===== src/rtl/dpf_pkg.sv =====
// Package for the duplicate packet filter: shared constants, register index
// codes and the command/status structs between controller and datapath.
// No dependencies.
package dpf_pkg;

   // Default history depth
   localparam int HISTORY_ENTRIES_DFLT = 5;

   // Field widths
   localparam int ADDR_W    = 32;
   localparam int ID_W      = 8;
   localparam int TIME_W    = 32;
   localparam int CSR_IDX_W = 4;
   localparam int CSR_W     = 16;

   // Register reset values and special IDs
   localparam logic [CSR_W-1:0] HOLD_RESET = 16'd200;
   localparam logic [ID_W-1:0]  BEACON_ID  = 8'hFF;

   // Configuration register indexes
   localparam logic [CSR_IDX_W-1:0] CSR_TARGET_ADDRESS = 4'd0;
   localparam logic [CSR_IDX_W-1:0] CSR_HOLD_TIME      = 4'd1;

   // Request operation codes
   localparam logic FUNC_JUDGE = 1'b0;
   localparam logic FUNC_CLEAR = 1'b1;

   // Controller to datapath commands
   typedef struct packed {
      logic capture;   // latch the request, start a new walk
      logic check;     // clear or source-address check
      logic step;      // evaluate the entry under the walk index
      logic store;     // write the new ID into the chosen slot
      logic rsp_load;  // move the result to the output register
   } dpf_cmd_type;

   // Datapath to controller status
   typedef struct packed {
      logic is_clear;    // captured request is a clear
      logic foreign;     // source differs from the configured peer
      logic hit;         // current entry is live and matches the ID
      logic last_entry;  // walk index is on the final entry
      logic rsp_free;    // output register can take a result
   } dpf_status_type;

endpackage


===== src/rtl/duplicate_packet_filter_top.sv =====
// Top level of the duplicate packet filter: joins controller and datapath.
// Depends on dpf_pkg, dpf_ctrl and dpf_datapath.
//
// The filter keeps a short history of packet IDs from one configured peer
// and answers every request with a single accept bit. A clear request or a
// packet from another source goes from the check state straight to the
// response. A judge request walks the history one entry per clock: a
// duplicate answers once its matching entry is reached, a new ID only
// after the last entry has been walked and the ID stored. The walk of the
// table by one compare unit sets these delays. One request is in work
// at a time; a finished result waits in the output register while the next
// request is taken. Configuration writes are taken in any cycle.
module duplicate_packet_filter_top #(
   parameter int HISTORY_ENTRIES = dpf_pkg::HISTORY_ENTRIES_DFLT
) (
   input  logic                          clock,
   input  logic                          reset,
   input  logic                          req_valid,
   output logic                          req_ready,
   input  logic                          req_func,
   input  logic [dpf_pkg::ADDR_W-1:0]    req_src_address,
   input  logic [dpf_pkg::ID_W-1:0]      req_packet_id,
   input  logic [dpf_pkg::TIME_W-1:0]    req_now_ms,
   input  logic                          req_link_connected,
   input  logic                          req_protect_mode,
   output logic                          rsp_valid,
   input  logic                          rsp_ready,
   output logic                          rsp_accept,
   input  logic                          csr_valid,
   output logic                          csr_ready,
   input  logic [dpf_pkg::CSR_IDX_W-1:0] csr_index,
   input  logic [dpf_pkg::CSR_W-1:0]     csr_data
);
   import dpf_pkg::*;

   dpf_cmd_type    cmd;
   dpf_status_type status;

   assign csr_ready = 1'b1;

   dpf_ctrl u_ctrl (
      .clock     (clock),
      .reset     (reset),
      .req_valid (req_valid),
      .req_ready (req_ready),
      .status    (status),
      .cmd       (cmd)
   );

   dpf_datapath #(
      .HISTORY_ENTRIES (HISTORY_ENTRIES)
   ) u_datapath (
      .clock              (clock),
      .reset              (reset),
      .req_func           (req_func),
      .req_src_address    (req_src_address),
      .req_packet_id      (req_packet_id),
      .req_now_ms         (req_now_ms),
      .req_link_connected (req_link_connected),
      .req_protect_mode   (req_protect_mode),
      .rsp_valid          (rsp_valid),
      .rsp_ready          (rsp_ready),
      .rsp_accept         (rsp_accept),
      .csr_valid          (csr_valid),
      .csr_index          (csr_index),
      .csr_data           (csr_data),
      .cmd                (cmd),
      .status             (status)
   );

endmodule


===== src/rtl/dpf_ctrl.sv =====
// Controller for the duplicate packet filter: sequences capture, check,
// entry walk, store and response. Depends on dpf_pkg.
module dpf_ctrl (
   input  logic                    clock,
   input  logic                    reset,
   input  logic                    req_valid,
   output logic                    req_ready,
   input  dpf_pkg::dpf_status_type status,
   output dpf_pkg::dpf_cmd_type    cmd
);
   import dpf_pkg::*;

   typedef enum logic [4:0] {
      ST_IDLE  = 5'b00001,
      ST_CHECK = 5'b00010,
      ST_WALK  = 5'b00100,
      ST_STORE = 5'b01000,
      ST_DONE  = 5'b10000
   } ctrl_state_type;

   ctrl_state_type state_ff, state_in;

   assign req_ready = (state_ff == ST_IDLE);

   // Next state and commands
   always_comb begin
      state_in = state_ff;
      cmd      = '0;
      case (state_ff)
         ST_IDLE: begin
            if (req_valid) begin
               cmd.capture = 1'b1;
               state_in    = ST_CHECK;
            end
         end
         ST_CHECK: begin
            cmd.check = 1'b1;
            if (status.is_clear || status.foreign) state_in = ST_DONE;
            else                                   state_in = ST_WALK;
         end
         ST_WALK: begin
            cmd.step = 1'b1;
            if (status.hit)             state_in = ST_DONE;
            else if (status.last_entry) state_in = ST_STORE;
         end
         ST_STORE: begin
            cmd.store = 1'b1;
            state_in  = ST_DONE;
         end
         ST_DONE: begin
            if (status.rsp_free) begin
               cmd.rsp_load = 1'b1;
               state_in     = ST_IDLE;
            end
         end
         default: state_in = ST_IDLE;
      endcase
   end

   always_ff @(posedge clock) begin
      if (reset) state_ff <= ST_IDLE;
      else       state_ff <= state_in;
   end

endmodule


===== src/rtl/dpf_datapath.sv =====
// Datapath for the duplicate packet filter: request latch, configuration
// registers, history table, walk registers and output register. Depends on dpf_pkg.
module dpf_datapath #(
   parameter int HISTORY_ENTRIES = dpf_pkg::HISTORY_ENTRIES_DFLT
) (
   input  logic                            clock,
   input  logic                            reset,
   input  logic                            req_func,
   input  logic [dpf_pkg::ADDR_W-1:0]      req_src_address,
   input  logic [dpf_pkg::ID_W-1:0]        req_packet_id,
   input  logic [dpf_pkg::TIME_W-1:0]      req_now_ms,
   input  logic                            req_link_connected,
   input  logic                            req_protect_mode,
   output logic                            rsp_valid,
   input  logic                            rsp_ready,
   output logic                            rsp_accept,
   input  logic                            csr_valid,
   input  logic [dpf_pkg::CSR_IDX_W-1:0]   csr_index,
   input  logic [dpf_pkg::CSR_W-1:0]       csr_data,
   input  dpf_pkg::dpf_cmd_type            cmd,
   output dpf_pkg::dpf_status_type         status
);
   import dpf_pkg::*;

   localparam int IDX_W = (HISTORY_ENTRIES > 1) ? $clog2(HISTORY_ENTRIES) : 1;
   localparam logic [IDX_W-1:0] LAST_IDX = IDX_W'(HISTORY_ENTRIES - 1);

   // Latched request
   logic              func_ff;
   logic [ADDR_W-1:0] src_ff;
   logic [ID_W-1:0]   id_ff;
   logic [TIME_W-1:0] now_ff;
   logic              pin_new_ff;

   // Configuration
   logic [CSR_W-1:0] target_ff;
   logic [CSR_W-1:0] hold_ff;

   // History table
   logic              valid_ff [HISTORY_ENTRIES];
   logic [ID_W-1:0]   ent_id_ff [HISTORY_ENTRIES];
   logic [TIME_W-1:0] stamp_ff [HISTORY_ENTRIES];
   logic              pinned_ff [HISTORY_ENTRIES];

   // Walk state
   logic [IDX_W-1:0]  idx_ff;
   logic              free_ok_ff;
   logic [IDX_W-1:0]  free_slot_ff;
   logic              old_ok_ff;
   logic [IDX_W-1:0]  old_slot_ff;
   logic [TIME_W-1:0] old_age_ff;
   logic              result_ff;

   // Output register
   logic rsp_valid_ff;
   logic rsp_accept_ff;

   // Current entry evaluation
   logic              cur_valid;
   logic [TIME_W-1:0] cur_age;
   logic              cur_expired;
   logic              cur_hit;
   logic [IDX_W-1:0]  store_slot;

   assign cur_valid   = valid_ff[idx_ff];
   assign cur_age     = now_ff - stamp_ff[idx_ff];
   assign cur_expired = (cur_age >= {{(TIME_W-CSR_W){1'b0}}, hold_ff}) && !pinned_ff[idx_ff];
   assign cur_hit     = cur_valid && !cur_expired && (ent_id_ff[idx_ff] == id_ff);

   // Last free slot seen, else oldest, else entry 0
   assign store_slot = free_ok_ff ? free_slot_ff : (old_ok_ff ? old_slot_ff : '0);

   assign status.is_clear   = (func_ff == FUNC_CLEAR);
   assign status.foreign    = (src_ff != {{(ADDR_W-CSR_W){1'b0}}, target_ff});
   assign status.hit        = cur_hit;
   assign status.last_entry = (idx_ff == LAST_IDX);
   assign status.rsp_free   = !rsp_valid_ff || rsp_ready;

   assign rsp_valid  = rsp_valid_ff;
   assign rsp_accept = rsp_accept_ff;

   // Configuration writes; unknown indexes ignored
   always_ff @(posedge clock) begin
      if (reset) begin
         target_ff <= '0;
         hold_ff   <= HOLD_RESET;
      end else if (csr_valid) begin
         if (csr_index == CSR_TARGET_ADDRESS) target_ff <= csr_data;
         if (csr_index == CSR_HOLD_TIME)      hold_ff   <= csr_data;
      end
   end

   // Request latch
   always_ff @(posedge clock) begin
      if (cmd.capture) begin
         func_ff    <= req_func;
         src_ff     <= req_src_address;
         id_ff      <= req_packet_id;
         now_ff     <= req_now_ms;
         pin_new_ff <= req_link_connected && req_protect_mode && (req_packet_id != BEACON_ID);
      end
   end

   // Walk registers and result
   always_ff @(posedge clock) begin
      if (reset) begin
         idx_ff     <= '0;
         free_ok_ff <= 1'b0;
         old_ok_ff  <= 1'b0;
         result_ff  <= 1'b0;
      end else if (cmd.capture) begin
         idx_ff     <= '0;
         free_ok_ff <= 1'b0;
         old_ok_ff  <= 1'b0;
         old_age_ff <= '0;
         result_ff  <= 1'b0;
      end else if (cmd.step) begin
         if (!status.last_entry) idx_ff <= idx_ff + 1'b1;
         if (!cur_valid || cur_expired) begin
            free_ok_ff   <= 1'b1;
            free_slot_ff <= idx_ff;
         end else if (!cur_hit && (cur_age > old_age_ff)) begin
            old_ok_ff   <= 1'b1;
            old_slot_ff <= idx_ff;
            old_age_ff  <= cur_age;
         end
      end else if (cmd.store) begin
         result_ff <= 1'b1;
      end
   end

   // History table valid bits
   always_ff @(posedge clock) begin
      if (reset) begin
         for (int i = 0; i < HISTORY_ENTRIES; i++) valid_ff[i] <= 1'b0;
      end else if (cmd.check && status.is_clear) begin
         for (int i = 0; i < HISTORY_ENTRIES; i++) valid_ff[i] <= 1'b0;
      end else if (cmd.step && cur_valid && cur_expired) begin
         valid_ff[idx_ff] <= 1'b0;
      end else if (cmd.store) begin
         valid_ff[store_slot] <= 1'b1;
      end
   end

   // History table payload
   always_ff @(posedge clock) begin
      if (cmd.step && cur_hit) begin
         stamp_ff[idx_ff] <= now_ff;
      end else if (cmd.store) begin
         ent_id_ff[store_slot] <= id_ff;
         stamp_ff[store_slot]  <= now_ff;
         pinned_ff[store_slot] <= pin_new_ff;
      end
   end

   // Output register
   always_ff @(posedge clock) begin
      if (reset) begin
         rsp_valid_ff <= 1'b0;
      end else if (cmd.rsp_load) begin
         rsp_valid_ff <= 1'b1;
      end else if (rsp_ready) begin
         rsp_valid_ff <= 1'b0;
      end
   end

   always_ff @(posedge clock) begin
      if (cmd.rsp_load) rsp_accept_ff <= result_ff;
   end

endmodule


===== config.mk =====
export PLATFORM = sky130hd
export DESIGN_NAME = duplicate_packet_filter_top
export DESIGN_NICKNAME = d
export VERILOG_FILES = /design/src/rtl/dpf_pkg.sv /design/src/rtl/duplicate_packet_filter_top.sv /design/src/rtl/dpf_ctrl.sv /design/src/rtl/dpf_datapath.sv
export SDC_FILE = /design/constraint.sdc
export NUM_CORES = 1
export LEC_CHECK = 0
export BUFFER_PORTS_ARGS = -buffer_cell sky130_fd_sc_hd__clkbuf_2
export CAP_MARGIN = 40
export CORE_AREA = 2 2 157 273
export DETAILED_ROUTE_END_ITERATION = 7
export DIE_AREA = 0 0 159 275
export HOLD_SLACK_MARGIN = 0.15
export SLEW_MARGIN = 40
export SYNTH_ARGS = -nofsm -noshare
export SYNTH_HDL_FRONTEND = slang
export SYNTH_SLANG_ARGS = --single-unit

===== constraint.sdc =====
create_clock -name clock -period 8.9 [get_ports clock]
set_input_delay 0.89 -clock clock [delete_from_list [all_inputs] [get_ports clock]]
set_output_delay 0.89 -clock clock [all_outputs]
set_load 0.1 [all_outputs]

==> results of run 1 <==
## registers in the layout, indices dropped and copies added (netlist names), 3 cells and up, named ones only
name                     flops
u_datapath.stamp_ff        160
u_datapath.ent_id_ff        40
u_datapath.now_ff           32
u_datapath.old_age_ff       32
u_datapath.src_ff           32
u_datapath.hold_ff          16
u_datapath.target_ff        16
u_datapath.id_ff             8
u_datapath.valid_ff          8
u_ctrl.state_ff              5
u_datapath.pinned_ff         5
u_datapath.free_slot_ff      3
u_datapath.idx_ff            3
u_datapath.old_slot_ff       3
## critical path, cell delays in order, from the launching register on
cell,delay [ns]
dfxtp_2,0.78
buf_4,0.58
mux4_2,0.59
mux2i_1,0.17
ha_1,0.33
and4_1,0.38
nand2_1,0.10
nor4_2,0.51
nor3_1,0.16
xor2_1,0.40
inv_1,0.09
ha_1,0.33
nand3_1,0.12
or3_1,0.36
mux2i_1,0.14
o31ai_1,0.08
a2111o_1,0.37
a21oi_2,0.24
or2_1,0.15
buf_4,0.36
## per-layer routing
layer	track usage	share of wire	up-vias
met5	0	0	-
met4	0.0711	0.036	0
met3	0.0199	0.028	75
met2	0.332	0.55	203
met1	0.185	0.38	5056
li1	-	-	4992
## cell type report
type / count / area [um2] / area share
clock inverters: 21 / 215 / 0.0110
flip-flops and latches: 373 / 10700 / 0.548
repair buffers: 114 / 604 / 0.0308
diodes: 1 / 2.50 / 0.000128
multi-input cells: 775 / 6160 / 0.314
clock buffers: 43 / 948 / 0.0484
well taps: 555 / 694 / 0.0354
inverters: 62 / 235 / 0.0120
## placed cells by master (no fill, tap or decap), types with 34 or more instances in the layout
master	instances
clkbuf_2	101
a21oi_1	74
edfxtp_1	326
dfxtp_1	44
inv_1	61
xnor2_1	34
ha_1	80
nand2_1	116
nor2_1	47
clkbuf_16	37
mux4_2	43
mux2i_1	35
## cell families after synthesis
logic type,count (synthesis)
AO/OA/AOI/OAI,216
AND/OR/NAND/NOR,337
flip-flops,373
XOR/XNOR,57
adder cells (fa/ha/maj),81
buffers and inverters,108
multiplexers,83
other,1
## per-stage QoR
step / hold WS (ns) / setup WS [ns]
after floorplan: 0.409 / 1.18
after global placement: 0.428 / 2.23
after detailed placement: 0.437 / 2.20
after CTS: 0.451 / 2.17
after global routing: 0.467 / 1.62
final: 0.450 / 2.30
## path summary, 6_finish.rpt
path	from	endpoint	cells past startpoint
min	u_datapath.old_ok_ff$_SDFFE_PP0P_	u_datapath.old_ok_ff$_SDFFE_PP0P_	1
min reg2reg	u_datapath.old_ok_ff$_SDFFE_PP0P_	u_datapath.old_ok_ff$_SDFFE_PP0P_	1
max reg2reg	flop	u_datapath.old_age_ff[21]$_SDFFCE_PP0P_	19
max	flop	u_datapath.old_age_ff[21]$_SDFFCE_PP0P_	19
## power by group through the flow
stage | Sequential, mW | Combinational (mW) | Clock (mW)
finish | 2.00 | 0.339 | 1.53
global route | 2.01 | 0.381 | 1.63
CTS | 2.00 | 0.341 | 1.57
detailed placement | 2.04 | 0.339 | 0
global placement | 2.04 | 0.332 | 0
floorplan | 2.03 | 0.239 | 0
==> flow_metrics.tcl, run 1 <==
set metrics [dict create \
    coreArea_mm2 0.0416 \
    fp-row-count 99 \
    p_sw_frac 0.229 \
    dpl_cell_area_mm2 0.0184 \
    regToRegSetupSlack_ns 2.30 \
    critical_path_class "flop to flop" \
    min_period_ns 6.60 \
    grt_max_degree 79 \
    setup_tns_ns 0 \
    required_ns 9.08 \
    yosysWarnings 0 \
    ys_seq_elements 373 \
    fillers 3731 \
    p_per_area_mw_per_mm2 197 \
    cp_max_fo 32 \
    synthXorXnorAreaFrac 0.0290 \
    netlist_instances 1256 \
    yosysSeqAreaShare 0.623 \
    yosysTopAreaCell "edfxtp_1" \
    grt_pass1_wl_um 58200 \
    vias_per_cell 5.31 \
    final.period_utilization 0.742 \
    synthSimpleGateAreaFrac 0.0985 \
    fin_skew_ns 0.0231 \
    ioPinCount 104 \
    switching_power_uw 887 \
    wire_per_inst_um 19.1 \
    start_kind "flop" \
    status "completed" \
    syn_area_mm2 0.0172 \
    tightest_slew_ns 0.820 \
    drc 0 \
    ant_nets 0 \
    synthArstFlopShare 0 \
    area_delta_synth_final_pct 13.8 \
    grt_pass1_vias 10810 \
    internal-power_mw 2.98 \
    via_count 10326 \
    clock-sinks 373 \
    fp.dieW_um 159 \
    synthTopCellsByCount "edfxtp_1, nand2_1, ha_1" \
    dieArea_mm2 0.0437 \
    first_pass_iters 5 \
    grt_overflow 0 \
    synth_adder_area_share 0.0593 \
    netlist_top_cells_area "edfxtp_1, ha_1, mux4_2" \
    hold_path_class "flop to flop" \
    seqPwrFrac 0.518 \
    yosys.cell_count.top_type "edfxtp_1" \
    clockRootBuffer "clkbuf_16" \
    p_clk_frac 0.395 \
    synthFlopType "edfxtp_1" \
    muxShareOfSynthArea 0.0799 \
    place_congestion 0.890 \
    die-height_um 275 \
    synth_top_cell_area_share 0.569 \
    cts_tree "yes" \
    placedCellCount 1879 \
    cts_hold_buf 0 \
    fin_util 0.471 \
    path_clk_slew_ns 0.07 \
    stdcell_count 1944 \
    cts_setup_buffers 0 \
    post-dp-hpwl_um 26600 \
    initial_utilization 0.414 \
    post_cts_resized 0 \
    slew_viol_final 0 \
    ir_worst_vdd_mv 0.154 \
    grt_setup_unrepaired "no" \
    insertion_delay_ns 0.53 \
    slew_headroom 0.453 \
    arrival_ns 6.79 \
    setup_viol 0 \
    antenna_found_initial 1 \
    cp-end-kind "flop" \
    pwr-share-comb 0.088 \
    synth_top_family_by_area "simple AND/OR/NAND/NOR gates" \
    synth_compound_area_frac 0.0847 \
    synth-edff-count 326 \
    fin_area_mm2 0.0196 \
    maxCapViolCount 0 \
    yosys.cell_types.count 74 \
    drt_iter0_drc 546 \
    cts_buffers 36 \
    synth_nets 1437 \
    total_power_mw 3.87 \
    finalHoldViolations 0 \
    portBuffers 102 \
    nNetsFinal 1543 \
    layout-drive-gt1-share 0.181 \
    finalWirelength_um 37200 \
    fmax_ghz 0.151 \
    avgSynthCellArea_um2 13.7 \
    grtUsageTotal 0.170 \
    clockBufferDepth 3 \
    cts.htree.levels 2 \
    leakagePower_nw 6.82 \
]
Power figures use the tool's default switching activity.
==> run 2, diff against run 1 <==
==> constraint.sdc (replaced) <==
create_clock -name clock -period 6.2 [get_ports clock]
set_input_delay 0.62 -clock clock [delete_from_list [all_inputs] [get_ports clock]]
set_output_delay 0.62 -clock clock [all_outputs]
set_load 0.1 [all_outputs]
==> flow_metrics.tcl, run 2 (synthesis gave the netlist of run 1 again) <==
set metrics [dict create \
    hold_path_class "input pin to flop" \
    required_ns 6.42 \
    internal-power_mw 4.38 \
    setup_tns_ns 0 \
    grt_setup_unrepaired "no" \
    grt_overflow 0 \
    finalHoldViolations 0 \
    layout-drive-gt1-share 0.194 \
    via_count 10508 \
    place_ws_ns 0.335 \
    largestRegisters "u_datapath.stamp_ff x160, u_datapath.ent_id_ff x40" \
    nNetsFinal 1555 \
    portBuffers 102 \
    coreArea_mm2 0.0416 \
    largest_register "u_datapath.stamp_ff" \
    fillers 3762 \
    maxCapViolCount 0 \
    layout_commonest_cell "edfxtp_1" \
    final_cell_mix "edfxtp_1, nand2_1, clkbuf_2" \
    m1WireLength_um 14400 \
    drt_iter0_drc 497 \
    stdcell_count 1957 \
    place_congestion 0.857 \
    highest_layer "met4" \
    fin_skew_ns 0.0171 \
    pwr-share-comb 0.087 \
    ioPinCount 104 \
    clockBufferDepth 3 \
    drc 0 \
    cts_buffers 37 \
    clockRootBuffer "clkbuf_16" \
    critical_path_class "flop to flop" \
    area_delta_synth_final_pct 15.4 \
    largest_reg_flops 160 \
    min_period_ns 5.75 \
    finalWirelength_um 37800 \
    cts.htree.levels 2 \
    fp-row-count 99 \
    die-height_um 275 \
    ir_worst_vdd_mv 0.227 \
    seqPwrFrac 0.504 \
    first_pass_iters 5 \
    start_kind "flop" \
    slew_headroom 0.447 \
    cp_max_fo 32 \
    leakagePower_nw 6.95 \
    wire_per_inst_um 19.3 \
    post-dp-hpwl_um 26700 \
    initial_utilization 0.414 \
    met3_wirelength_um 1220 \
    setup_viol 0 \
    cts_setup_buffers 0 \
    fin_area_mm2 0.0199 \
    grt_max_degree 53 \
    switching_power_mw 1.32 \
    antennaDiodeCount 0 \
    cp-end-kind "flop" \
    antenna_found_initial 0 \
    path_clk_slew_ns 0.06 \
    arrival_ns 5.97 \
    dr_wl_met2_um 20700 \
    cts_tree "yes" \
    tightest_slew_ns 0.821 \
    final.period_utilization 0.927 \
    fp.dieW_um 159 \
    placedCellCount 1889 \
    p_per_area_mw_per_mm2 287 \
    grt_pass1_wl_um 59900 \
    slew_viol_final 0 \
    grt_pass1_vias 11045 \
    grtUsageTotal 0.174 \
    vias_per_cell 5.37 \
    setup_ws_ns 0.452 \
    p_sw_frac 0.232 \
    clock-sinks 373 \
    dieArea_mm2 0.0437 \
    p_clk_frac 0.410 \
    ant_nets 0 \
    fmax_ghz 0.174 \
    dpl_cell_area_mm2 0.0186 \
    status "completed" \
    insertion_delay_ns 0.54 \
]
run 2: cell types whose count changed in the layout (fill, tap and decap cells not counted), moves of 2 or more:
cell,delta
buf_12,+8
clkbuf_16,+2
clkinv_1,-4
buf_4,+3
clkinv_4,+3
clkinv_2,+3
run 2: final cells by class:
class / instances / area (um2) / share of cell area
Multi-Input combinational cell: 775 / 6160 / 0.310
Sequential cell: 373 / 10700 / 0.540
Timing Repair Buffer: 125 / 781 / 0.0393
Clock buffer: 44 / 995 / 0.0501
Clock inverter: 23 / 263 / 0.0132
Tap cell: 555 / 694 / 0.0350
Inverter: 62 / 235 / 0.0118
run 2: layer usage:
layer / track usage / vias up
met2: 0.334 / 225
met1: 0.193 / 5175
li1: - / 5018
met4: 0.0739 / 0
met3: 0.0222 / 90
met5: 0 / -
run 2: path summary, 6_finish.rpt:
| path | end | cells past startpoint | slack [ns] | startpoint |
|---|---|---|---|---|
| hold reg to reg | u_datapath.rsp_accept$_DFFE_PP_ | 0 | 0.44 | u_datapath.result_ff$_SDFFE_PP0P_ |
| setup reg to reg | u_datapath.old_age_ff[28]$_SDFFCE_PP0P_ | 19 | 0.45 | flop |
| hold / removal | u_datapath.now_ff[1]$_DFFE_PP_ | 1 | 0.26 | req_now_ms[1] |
| setup / recovery | u_datapath.old_age_ff[28]$_SDFFCE_PP0P_ | 19 | 0.45 | flop |
run 2: power groups by stage:
stage | clock network, mW | logic (mW) | registers, mW
2_1_floorplan | 0 | 0.344 | 2.91
3_3_place_gp | 0 | 0.484 | 2.92
3_5_place_dp | 0 | 0.492 | 2.92
4_1_cts | 2.40 | 0.497 | 2.87
5_1_grt | 2.49 | 0.557 | 2.88
6_report | 2.34 | 0.493 | 2.87
run 2: repair_timing:
item / in CTS / in global routing
hold endpoints to repair: 0 / 0
resized for setup: 0 / 3
endpoints found under the setup margin: 0 / 157
hold buffers: 0 / 0
run 2: worst max-delay path, cell delays in order (launching register included):
cell	delay, ns
dfxtp_4	0.46
buf_12	0.20
mux4_2	0.52
mux2i_1	0.17
ha_1	0.37
a21oi_2	0.23
o21ai_1	0.11
a21oi_1	0.31
nand3_1	0.19
o211a_1	0.25
or3_1	0.35
and2_1	0.18
ha_1	0.29
nand4_1	0.16
nor4_1	0.40
a31oi_1	0.14
a2111o_1	0.44
a21oi_2	0.23
or2_2	0.19
buf_12	0.21
run 2: through the flow:
| step | power, mW | util | hold WS, ns |
|---|---|---|---|
| 2_1_floorplan | 3.25 | - | 0.409 |
| 3_3_place_gp | 3.41 | 0.446 | 0.422 |
| 3_5_place_dp | 3.42 | 0.447 | 0.424 |
| 4_1_cts | 5.77 | 0.477 | 0.226 |
| 5_1_grt | 5.92 | 0.477 | 0.233 |
| 6_report | 5.70 | 0.477 | 0.255 |
